## src/sv/assert_macros.svh

```systemverilog
// Assertion macros shared by the rename and reorder buffer RTL.
// No dependencies; SYNTH empties the bodies for synthesis builds.
`ifndef ASSERT_MACROS_SVH
`define ASSERT_MACROS_SVH
`ifndef SYNTH
`define ASSERT_ALWAYS(lbl, clk, rstn, prop, msg) \
    lbl: assert property (@(posedge clk) disable iff (!rstn) prop) else $error(msg);
`define ASSERT_NEVER(lbl, clk, rstn, expr, msg) \
    lbl: assert property (@(posedge clk) disable iff (!rstn) !(expr)) else $error(msg);
`else
`define ASSERT_ALWAYS(lbl, clk, rstn, prop, msg)
`define ASSERT_NEVER(lbl, clk, rstn, expr, msg)
`endif
`endif

```

## src/sv/rrob_pkg.sv

```systemverilog
// Shared constants, codes and types for the rename and reorder buffer block.
// No dependencies.
package rrob_pkg;

    localparam int ROB_ENTRIES = 64;
    localparam int ARCH_REGS   = 67;
    localparam int TAG_W       = $clog2(ROB_ENTRIES);
    localparam int RIDX_W      = $clog2(ARCH_REGS);
    localparam int OCC_W       = $clog2(ROB_ENTRIES + 1);
    localparam int SUM_W       = ((OCC_W > 4) ? OCC_W : 4) + 1;

    localparam logic [3:0] BW_RESET = 4'd4;

    localparam logic [1:0] ACT_RENAME   = 2'd0;
    localparam logic [1:0] ACT_COMPLETE = 2'd1;
    localparam logic [1:0] ACT_RETIRE   = 2'd2;
    localparam logic [1:0] ACT_UNUSED   = 2'd3;

    localparam logic [2:0] ST_RENAMED   = 3'd0;
    localparam logic [2:0] ST_STALLED   = 3'd1;
    localparam logic [2:0] ST_COMPLETED = 3'd2;
    localparam logic [2:0] ST_RETIRED   = 3'd3;
    localparam logic [2:0] ST_NOT_READY = 3'd4;

    typedef struct packed {
        logic [1:0]        action;
        logic              bundle_start;
        logic [31:0]       seq_number;
        logic signed [7:0] dest_reg;
        logic signed [7:0] src_a_reg;
        logic signed [7:0] src_b_reg;
        logic [5:0]        done_tag;
    } item_t;

    typedef struct packed {
        logic [2:0]        status;
        logic [5:0]        slot_tag;
        logic              src_a_ready;
        logic signed [7:0] src_a_name;
        logic              src_b_ready;
        logic signed [7:0] src_b_name;
        logic signed [7:0] done_dest;
        logic [31:0]       retired_seq;
    } result_t;

    // controller to datapath
    typedef struct packed {
        logic load;
        logic rd;
        logic eval;
        logic cmp;
        logic emit;
    } dp_cmd_t;

    // datapath to controller
    typedef struct packed {
        logic [1:0] action;
        logic       out_free;
    } dp_stat_t;

    function automatic logic reg_in_range(input logic [7:0] r);
        return (r[7] == 1'b0) && ({1'b0, r} < 9'(ARCH_REGS));
    endfunction

endpackage

```

## src/sv/rrob_ctrl.sv

```systemverilog
// Sequencer for the rename and reorder buffer block.
// Depends on rrob_pkg; drives datapath commands from its status.
module rrob_ctrl
    import rrob_pkg::*;
(
    input  logic     aclk,
    input  logic     aresetn,
    input  logic     s_tvalid,
    output logic     s_tready,
    input  dp_stat_t stat,
    output dp_cmd_t  cmd
);

    localparam logic [2:0] S_IDLE = 3'd0;
    localparam logic [2:0] S_READ = 3'd1;
    localparam logic [2:0] S_EVAL = 3'd2;
    localparam logic [2:0] S_CMP  = 3'd3;
    localparam logic [2:0] S_OUT  = 3'd4;

    logic [2:0] state_reg;
    logic [2:0] state_next;

    // hold off requests while in reset
    assign s_tready = aresetn && (state_reg == S_IDLE);

    always_comb begin
        state_next = state_reg;
        cmd        = '0;
        unique case (state_reg)
            S_IDLE: begin
                cmd.load = s_tvalid;
                // an unused action code is dropped here without a result
                if (s_tvalid && (stat.action == ACT_RENAME || stat.action == ACT_COMPLETE
                                 || stat.action == ACT_RETIRE)) begin
                    state_next = S_READ;
                end
            end
            S_READ: begin
                cmd.rd     = 1'b1;
                state_next = S_EVAL;
            end
            S_EVAL: begin
                cmd.eval   = 1'b1;
                state_next = (stat.action == ACT_COMPLETE) ? S_CMP : S_OUT;
            end
            S_CMP: begin
                cmd.cmp    = 1'b1;
                state_next = S_OUT;
            end
            S_OUT: begin
                cmd.emit = stat.out_free;
                if (stat.out_free) begin
                    state_next = S_IDLE;
                end
            end
            default: begin
                state_next = S_IDLE;
            end
        endcase
    end

    always_ff @(posedge aclk) begin
        if (!aresetn) begin
            state_reg <= S_IDLE;
        end else begin
            state_reg <= state_next;
        end
    end

endmodule

```

## src/sv/rrob_dp.sv

```systemverilog
// Datapath: rename map, reorder buffer stores, pointers and result registers.
// Depends on rrob_pkg and assert_macros.svh; commanded by rrob_ctrl.
`include "assert_macros.svh"
module rrob_dp
    import rrob_pkg::*;
(
    input  logic       aclk,
    input  logic       aresetn,
    input  logic       cfg_wr_en,
    input  logic [3:0] cfg_wr_data,
    input  item_t      s_item,
    input  dp_cmd_t    cmd,
    output dp_stat_t   stat,
    input  logic       m_tready,
    output logic       m_tvalid,
    output result_t    m_res
);

    // latched request
    item_t item_reg;

    // control state
    logic [3:0]           bw_reg;
    logic                 admit_reg;
    logic [TAG_W-1:0]     head_reg;
    logic [TAG_W-1:0]     tail_reg;
    logic [OCC_W-1:0]     occ_reg;
    logic [ARCH_REGS-1:0] map_valid_reg;
    logic                 m_tvalid_reg;

    // stores and their registered read data
    logic [TAG_W-1:0] map_tag_mem    [ARCH_REGS];
    logic [7:0]       slot_dest_mem  [ROB_ENTRIES];
    logic             slot_ready_mem [ROB_ENTRIES];
    logic [31:0]      slot_seq_mem   [ROB_ENTRIES];
    logic [TAG_W-1:0] map_rd_a_reg;
    logic [TAG_W-1:0] map_rd_b_reg;
    logic [7:0]       sd_rd_reg;
    logic             sr_rd_reg;
    logic [31:0]      ss_rd_reg;

    result_t res_reg;
    result_t res_next;
    result_t m_res_reg;

    logic              out_free;
    logic              stall;
    logic              admit_next;
    logic              srca_ok, srcb_ok, dest_ok, sd_ok, tag_ok;
    logic [RIDX_W-1:0] srca_idx, srcb_idx, dest_idx, sd_idx, addr_a, addr_b;
    logic [TAG_W-1:0]  tag_idx;
    logic              rename_go, complete_go, retire_go, clear_go, map_we;
    logic              a_ready, b_ready;

    assign out_free      = !m_tvalid_reg || m_tready;
    assign stat.action   = cmd.load ? s_item.action : item_reg.action;
    assign stat.out_free = out_free;

    assign srca_ok  = reg_in_range(item_reg.src_a_reg);
    assign srcb_ok  = reg_in_range(item_reg.src_b_reg);
    assign dest_ok  = reg_in_range(item_reg.dest_reg);
    assign sd_ok    = reg_in_range(sd_rd_reg);
    assign srca_idx = item_reg.src_a_reg[RIDX_W-1:0];
    assign srcb_idx = item_reg.src_b_reg[RIDX_W-1:0];
    assign dest_idx = item_reg.dest_reg[RIDX_W-1:0];
    assign sd_idx   = sd_rd_reg[RIDX_W-1:0];
    assign tag_idx  = TAG_W'(item_reg.done_tag);
    assign tag_ok   = 32'(item_reg.done_tag) < ROB_ENTRIES;

    assign admit_next = (SUM_W'(occ_reg) + SUM_W'(bw_reg)) <= SUM_W'(ROB_ENTRIES);
    assign stall      = !admit_reg || (occ_reg >= OCC_W'(ROB_ENTRIES));

    assign rename_go   = cmd.eval && (item_reg.action == ACT_RENAME) && !stall;
    assign map_we      = rename_go && dest_ok;
    assign complete_go = cmd.eval && (item_reg.action == ACT_COMPLETE) && tag_ok;
    assign retire_go   = cmd.eval && (item_reg.action == ACT_RETIRE)
                         && (occ_reg != '0) && sr_rd_reg;
    // clear the mapping only while it still names the completing slot
    assign clear_go    = cmd.cmp && tag_ok && sd_ok && map_valid_reg[sd_idx]
                         && (map_rd_a_reg == tag_idx);

    // port A reads the first source, then the completing slot's destination
    assign addr_a = cmd.rd ? (srca_ok ? srca_idx : '0) : (sd_ok ? sd_idx : '0);
    assign addr_b = srcb_ok ? srcb_idx : '0;

    assign a_ready = !(srca_ok && map_valid_reg[srca_idx]);
    assign b_ready = !(srcb_ok && map_valid_reg[srcb_idx]);

    always_comb begin
        res_next = '0;
        unique case (item_reg.action)
            ACT_RENAME: begin
                if (stall) begin
                    res_next.status = ST_STALLED;
                end else begin
                    res_next.status      = ST_RENAMED;
                    res_next.slot_tag    = 6'(tail_reg);
                    res_next.src_a_ready = a_ready;
                    res_next.src_a_name  = a_ready ? item_reg.src_a_reg : 8'(map_rd_a_reg);
                    res_next.src_b_ready = b_ready;
                    res_next.src_b_name  = b_ready ? item_reg.src_b_reg : 8'(map_rd_b_reg);
                end
            end
            ACT_COMPLETE: begin
                res_next.status = ST_COMPLETED;
                if (tag_ok) begin
                    res_next.done_dest = sd_rd_reg;
                end
            end
            ACT_RETIRE: begin
                if ((occ_reg != '0) && sr_rd_reg) begin
                    res_next.status      = ST_RETIRED;
                    res_next.retired_seq = ss_rd_reg;
                end else begin
                    res_next.status = ST_NOT_READY;
                end
            end
            default: begin
                res_next = '0;
            end
        endcase
    end

    // stores
    always_ff @(posedge aclk) begin
        if (cmd.rd || cmd.eval) begin
            map_rd_a_reg <= map_tag_mem[addr_a];
        end
        if (cmd.rd) begin
            map_rd_b_reg <= map_tag_mem[addr_b];
            sd_rd_reg    <= slot_dest_mem[tag_idx];
            sr_rd_reg    <= slot_ready_mem[head_reg];
            ss_rd_reg    <= slot_seq_mem[head_reg];
        end
        if (map_we) begin
            map_tag_mem[dest_idx] <= tail_reg;
        end
        if (rename_go) begin
            slot_dest_mem[tail_reg] <= item_reg.dest_reg;
            slot_seq_mem[tail_reg]  <= item_reg.seq_number;
            slot_ready_mem[tail_reg] <= 1'b0;
        end else if (complete_go) begin
            slot_ready_mem[tag_idx] <= 1'b1;
        end
    end

    // payload registers
    always_ff @(posedge aclk) begin
        if (cmd.load) begin
            item_reg <= s_item;
        end
        if (cmd.eval) begin
            res_reg <= res_next;
        end
        if (cmd.emit) begin
            m_res_reg <= res_reg;
        end
    end

    // control registers
    always_ff @(posedge aclk) begin
        if (!aresetn) begin
            bw_reg        <= BW_RESET;
            admit_reg     <= 1'b0;
            head_reg      <= '0;
            tail_reg      <= '0;
            occ_reg       <= '0;
            map_valid_reg <= '0;
            m_tvalid_reg  <= 1'b0;
        end else begin
            if (cfg_wr_en) begin
                bw_reg <= cfg_wr_data;
            end
            // the admit decision is taken on the first instruction of a bundle
            if (cmd.load && (s_item.action == ACT_RENAME) && s_item.bundle_start) begin
                admit_reg <= admit_next;
            end
            if (rename_go) begin
                tail_reg <= (tail_reg == TAG_W'(ROB_ENTRIES - 1)) ? '0 : tail_reg + 1'b1;
                occ_reg  <= occ_reg + 1'b1;
            end else if (retire_go) begin
                head_reg <= (head_reg == TAG_W'(ROB_ENTRIES - 1)) ? '0 : head_reg + 1'b1;
                occ_reg  <= occ_reg - 1'b1;
            end
            if (map_we) begin
                map_valid_reg[dest_idx] <= 1'b1;
            end else if (clear_go) begin
                map_valid_reg[sd_idx] <= 1'b0;
            end
            if (cmd.emit) begin
                m_tvalid_reg <= 1'b1;
            end else if (m_tready) begin
                m_tvalid_reg <= 1'b0;
            end
        end
    end

    assign m_tvalid = m_tvalid_reg;
    assign m_res    = m_res_reg;

    `ASSERT_ALWAYS(a_occ_bound, aclk, aresetn, occ_reg <= OCC_W'(ROB_ENTRIES), "occupancy beyond buffer size")
    `ASSERT_NEVER(a_emit_blocked, aclk, aresetn, cmd.emit && !out_free, "result overwrites a pending output")
    `ASSERT_ALWAYS(a_map_set, aclk, aresetn, map_we |=> map_valid_reg[$past(dest_idx)], "rename left its destination unmapped")
    `ASSERT_ALWAYS(a_map_clear, aclk, aresetn, clear_go |=> !map_valid_reg[$past(sd_idx)], "complete left a stale mapping")

endmodule

```

## src/sv/register_rename_reorder_buffer.sv

```systemverilog
// Register rename map with a circular reorder buffer. Requests carry an action:
// rename allocates a slot and reports each source as ready or by producer tag,
// complete marks a slot ready and returns its destination, retire pops the head.
// A rename or retire goes through read, evaluate and output states, a complete
// also through compare (it reads the slot's destination and then that register's
// map entry); an unused action code is dropped in idle. States follow registered
// map and slot store reads; no new request is taken until the last is through.
// A finished result sits in an output register, so a stalled output costs nothing
// until the next result is ready. Depends on rrob_pkg, rrob_ctrl and rrob_dp.
module register_rename_reorder_buffer
    import rrob_pkg::*;
(
    input  logic        aclk,
    input  logic        aresetn,
    input  logic        cfg_wr_en,
    input  logic [3:0]  cfg_wr_data,   // bundle_width
    input  logic        s_tvalid,
    output logic        s_tready,
    // [31:0] seq_number, [39:32] dest_reg, [47:40] src_a_reg,
    // [55:48] src_b_reg, [61:56] done_tag, [63:62] zero
    input  logic [63:0] s_tdata,
    // [1:0] action, [2] bundle_start
    input  logic [2:0]  s_tuser,
    output logic        m_tvalid,
    input  logic        m_tready,
    // [5:0] slot_tag, [6] src_a_ready, [14:7] src_a_name, [15] src_b_ready,
    // [23:16] src_b_name, [31:24] done_dest, [63:32] retired_seq
    output logic [63:0] m_tdata,
    // [2:0] status
    output logic [2:0]  m_tuser
);

    item_t    s_item;
    result_t  m_res;
    dp_cmd_t  cmd;
    dp_stat_t stat;

    assign s_item.action       = s_tuser[1:0];
    assign s_item.bundle_start = s_tuser[2];
    assign s_item.seq_number   = s_tdata[31:0];
    assign s_item.dest_reg     = s_tdata[39:32];
    assign s_item.src_a_reg    = s_tdata[47:40];
    assign s_item.src_b_reg    = s_tdata[55:48];
    assign s_item.done_tag     = s_tdata[61:56];

    assign m_tdata = {m_res.retired_seq, m_res.done_dest, m_res.src_b_name,
                      m_res.src_b_ready, m_res.src_a_name, m_res.src_a_ready,
                      m_res.slot_tag};
    assign m_tuser = m_res.status;

    rrob_ctrl u_ctrl (
        .aclk     (aclk),
        .aresetn  (aresetn),
        .s_tvalid (s_tvalid),
        .s_tready (s_tready),
        .stat     (stat),
        .cmd      (cmd)
    );

    rrob_dp u_dp (
        .aclk        (aclk),
        .aresetn     (aresetn),
        .cfg_wr_en   (cfg_wr_en),
        .cfg_wr_data (cfg_wr_data),
        .s_item      (s_item),
        .cmd         (cmd),
        .stat        (stat),
        .m_tready    (m_tready),
        .m_tvalid    (m_tvalid),
        .m_res       (m_res)
    );

endmodule
```

## config.mk

```make
export PLATFORM = sky130hd
export DESIGN_NAME = register_rename_reorder_buffer
export DESIGN_NICKNAME = d
export VERILOG_FILES = /design/src/sv/rrob_pkg.sv /design/src/sv/rrob_ctrl.sv /design/src/sv/rrob_dp.sv /design/src/sv/register_rename_reorder_buffer.sv
export VERILOG_INCLUDE_DIRS = /design/src /design/src/sv
export SDC_FILE = /design/constraint.sdc
export NUM_CORES = 2
export LEC_CHECK = 0
export BUFFER_PORTS_ARGS = -buffer_cell sky130_fd_sc_hd__buf_2
export CAP_MARGIN = 25
export CORE_MARGIN = 5
export CORE_UTILIZATION = 49
export DETAILED_ROUTE_END_ITERATION = 7
export SLEW_MARGIN = 40
export SYNTH_ARGS = -nofsm -noshare
export SYNTH_HDL_FRONTEND = slang
export SYNTH_SLANG_ARGS = --single-unit
export TNS_END_PERCENT = 30
```

## constraint.sdc

```tcl
create_clock -name aclk -period 6.97 [get_ports aclk]
set_clock_uncertainty 0.15 [all_clocks]
set_input_delay 1.0455 -clock aclk [delete_from_list [all_inputs] [get_ports aclk]]
set_output_delay 1.0455 -clock aclk [all_outputs]
set_load 0.02 [all_outputs]
```

==> flow_summary.json <==
{
  "status": "finished, final reports clean",
  "post_drt_wl_per_cell_um": 33.95,
  "numPortBuffers": 142,
  "overflow": 0,
  "layout_commonest_cell": "edfxtp_1",
  "timing.rr.end": "u_dp.slot_seq_mem[33][6]$_DFFE_PP_",
  "die_w_um": 533,
  "relSlewSlack": 0.3657,
  "cp_slowest_cell": "nor2_4",
  "ys_ff_latch": 3372,
  "cp.required_ps": 7350,
  "leakagePower_uw": 0.04694,
  "io_pins": 145,
  "path_clk_slew_ps": 60,
  "die_height_um": 533,
  "drc_errors": 0,
  "regMostFlops": "u_dp.slot_seq_mem",
  "r2r_slack_ps": 2220,
  "reg2regPathDepth": 9,
  "dp_cells": 10260,
  "hold_path_class": "in2reg",
  "critPathLaunchType": "register",
  "cts_root_buf": "clkbuf_16",
  "final_max_slew_viol_count": 0,
  "hold_end": "u_dp.item_reg[56]$_DFFE_PP_",
  "grt_use_total": 0.2578,
  "core_um2": 272900,
  "start_util": 0.4911,
  "timing.fmax_mhz": 210.4,
  "most-common-layout-cells": "edfxtp_1 (3277), mux4_2 (942), nand2_1 (444)",
  "die_area_um2": 284100,
  "grt_first_pass_wirelength_mm": 527.2,
  "crit_family": "simple AND/OR/NAND/NOR gates",
  "min_path_cells": 1,
  "rsz0062_at_grt": "false",
  "postCtsSetupRepairBufs": 0,
  "cts.sinks": 3372,
  "ir_drop_uv": 266.6,
  "routed_via_density": 6.422,
  "drt_iter0_drc": 8905,
  "arrival_ps": 5130,
  "finalNetCount": 7124,
  "r2r_start": "u_dp.occ_reg[6]$_SDFFE_PN0P_",
  "critical_path_class": "reg2reg",
  "htree_levels": 5,
  "drive_gt1_frac": 0.2865,
  "nFillCells": 20270,
  "synth_edf_count": 3277,
  "slowest_delay_ps": 870,
  "post-route-util": 0.5611,
  "drv_cap": 0,
  "grt_pass1_vias": 70350,
  "yosys_warnings": 0,
  "fin_crit_ps": 4753,
  "critPathMaxFanout": 25,
  "worst_pin_slew_ps": 947.9,
  "synth_fp_nets": 6726,
  "ant_nets": 0,
  "cts_buffers": 352,
  "finalCritPeriodShare": 0.6819,
  "largest_registers": "u_dp.slot_seq_mem: 2048 flops, u_dp.slot_dest_mem: 512 flops, u_dp.map_tag_mem: 402 flops",
  "pwr_density_cell_nw_per_um2": 278.5,
  "dp_hpwl_mm": 223.1,
  "syn_inst": 6637,
  "synth.distinct_cells": 82,
  "drtPass1Iterations": 6,
  "postLayoutCellArea_um2": 153100,
  "cts_tree": "built",
  "finalSetupTns_ps": 0,
  "hp-start": "s_tdata[26]",
  "routed_wirelength_mm": 370.4,
  "crit_buf_inv": 3,
  "clk_latency_ps": 930,
  "final_cells": 10910,
  "area_growth_pct": 14.25,
  "post_cts_resized": 0,
  "grt_max_degree": 125,
  "place_congestion": 0.9210,
  "ys_seq_area_frac": 0.7484,
  "largest_reg_flops": 2048,
  "setup.worst_path.end_class": "register",
  "cts_hold_buf": 0,
  "row_count": 192,
  "num_vias": 70070,
  "clk_path_buf_depth": 4,
  "total_power_uw": 42640,
  "dpl_cell_area_um2": 141900,
  "finalSetupViolations": 0,
  "async_flop_share": 0,
  "antenna_found_initial": 14,
  "hold_viol_final": 0,
  "path_cells": "nand2b_1 > or3_1 > nor2_1 > inv_2 > buf_4 > nor2_1 > nand2_1 > nor2_4 > buf_4",
  "syn_area_per_cell_um2": 20.19,
  "synthesis.area_um2": 134000,
  "synthFlopType": "edfxtp_1"
}
## cell usage after synthesis (32+ instances only)
| cell type | number | area, um2 |
|---|---|---|
| mux2i_1 | 36 | 360.4 |
| a31oi_1 | 38 | 237.7 |
| and2_1 | 72 | 450.4 |
| nand3_1 | 109 | 545.5 |
| dfxtp_1 | 95 | 1902 |
| clkbuf_1 | 236 | 885.9 |
| o21ai_0 | 130 | 650.6 |
| nor2_1 | 288 | 1081 |
| buf_1 | 104 | 390.4 |
| edfxtp_1 | 3277 | 98400 |
| mux4_2 | 942 | 21220 |
| nand2b_1 | 59 | 369.1 |
| buf_2 | 55 | 275.3 |
| and3_1 | 46 | 287.8 |
| a21oi_1 | 123 | 615.6 |
| nor3_1 | 32 | 160.2 |
| nand2_1 | 445 | 1670 |
## worst max-delay path by stage
stage | startpoint | depth (start not counted) | slack, ps | end
3_3_place_gp | u_ctrl.state_reg[0]$_SDFFE_PN0P_ | 11 | 2070 | u_dp.map_rd_a_reg[0]$_DFFE_PP_
4_1_cts | u_dp.occ_reg[6]$_SDFFE_PN0P_ | 9 | 2180 | u_dp.slot_seq_mem[34][6]$_DFFE_PP_
5_1_grt | u_dp.occ_reg[6]$_SDFFE_PN0P_ | 9 | 2050 | u_dp.slot_seq_mem[33][7]$_DFFE_PP_
6_report | u_dp.occ_reg[6]$_SDFFE_PN0P_ | 9 | 2220 | u_dp.slot_seq_mem[33][6]$_DFFE_PP_
3_5_place_dp | u_dp.occ_reg[6]$_SDFFE_PN0P_ | 9 | 2310 | u_dp.slot_seq_mem[34][7]$_DFFE_PP_
2_1_floorplan | u_ctrl.state_reg[1]$_SDFFE_PN0P_ | 9 | 1870 | u_dp.slot_ready_mem[35]$_DFFE_PP_
## logic make-up after synthesis
kind of cell	Yosys count	synth area share
xor gates and xnor gates	21	0.001372
and+or+nand+nor	1195	0.04179
buffers and inverters	425	0.01289
adders and majority gates	13	0.001326
AOI/OAI and AO/OA	608	0.03115
DFF	3372	0.7484
muxes	1003	0.1631
## stage by stage
| stage | hold slack, ps | worst slack, ps |
|---|---|---|
| floorplan | 250.3 | 1867 |
| global placement | 251.6 | 2071 |
| detailed placement | 255.1 | 2309 |
| CTS | 62.11 | 2181 |
| global route | 95.90 | 2050 |
| finish | 141.7 | 2217 |
## area by class of cell
type | instances | area, um2 | share of cell area
Sequential cell | 3372 | 100300 | 0.6553
Clock inverter | 201 | 1808 | 0.01181
Inverter | 20 | 82.58 | 0.0005393
Antenna cell | 6 | 15.01 | 0.00009805
Timing Repair Buffer | 449 | 4305 | 0.02812
Clock buffer | 435 | 9246 | 0.06039
Tap cell | 3589 | 4491 | 0.02933
Multi-Input combinational cell | 2840 | 32840 | 0.2145
## worst reg2reg max path, cell delays in order (launching register included)
cell      delay, ps
dfxtp_1         390
nand2b_1        190
or3_1           530
nor2_1          270
inv_2            40
buf_4           230
nor2_1          290
nand2_1         550
nor2_4          880
buf_4           770
## power breakdown
| group | internal [uW] | leakage [uW] | switching (uW) |
|---|---|---|---|
| Clock | 10300 | 0.00538 | 7790 |
| Sequential | 22500 | 0.0299 | 94.4 |
| Combinational | 555 | 0.0117 | 1380 |
| Total | 33400 | 0.0469 | 9270 |
## layer usage
metal,vias up,routed length [um],track usage
met5,-,27,0
met4,4,15270,0.09034
met3,700,28370,0.04101
met2,3379,179600,0.4173
met1,37550,147100,0.3611
li1,28450,-,-
No activity file was read; power rests on OpenSTA's default activity.
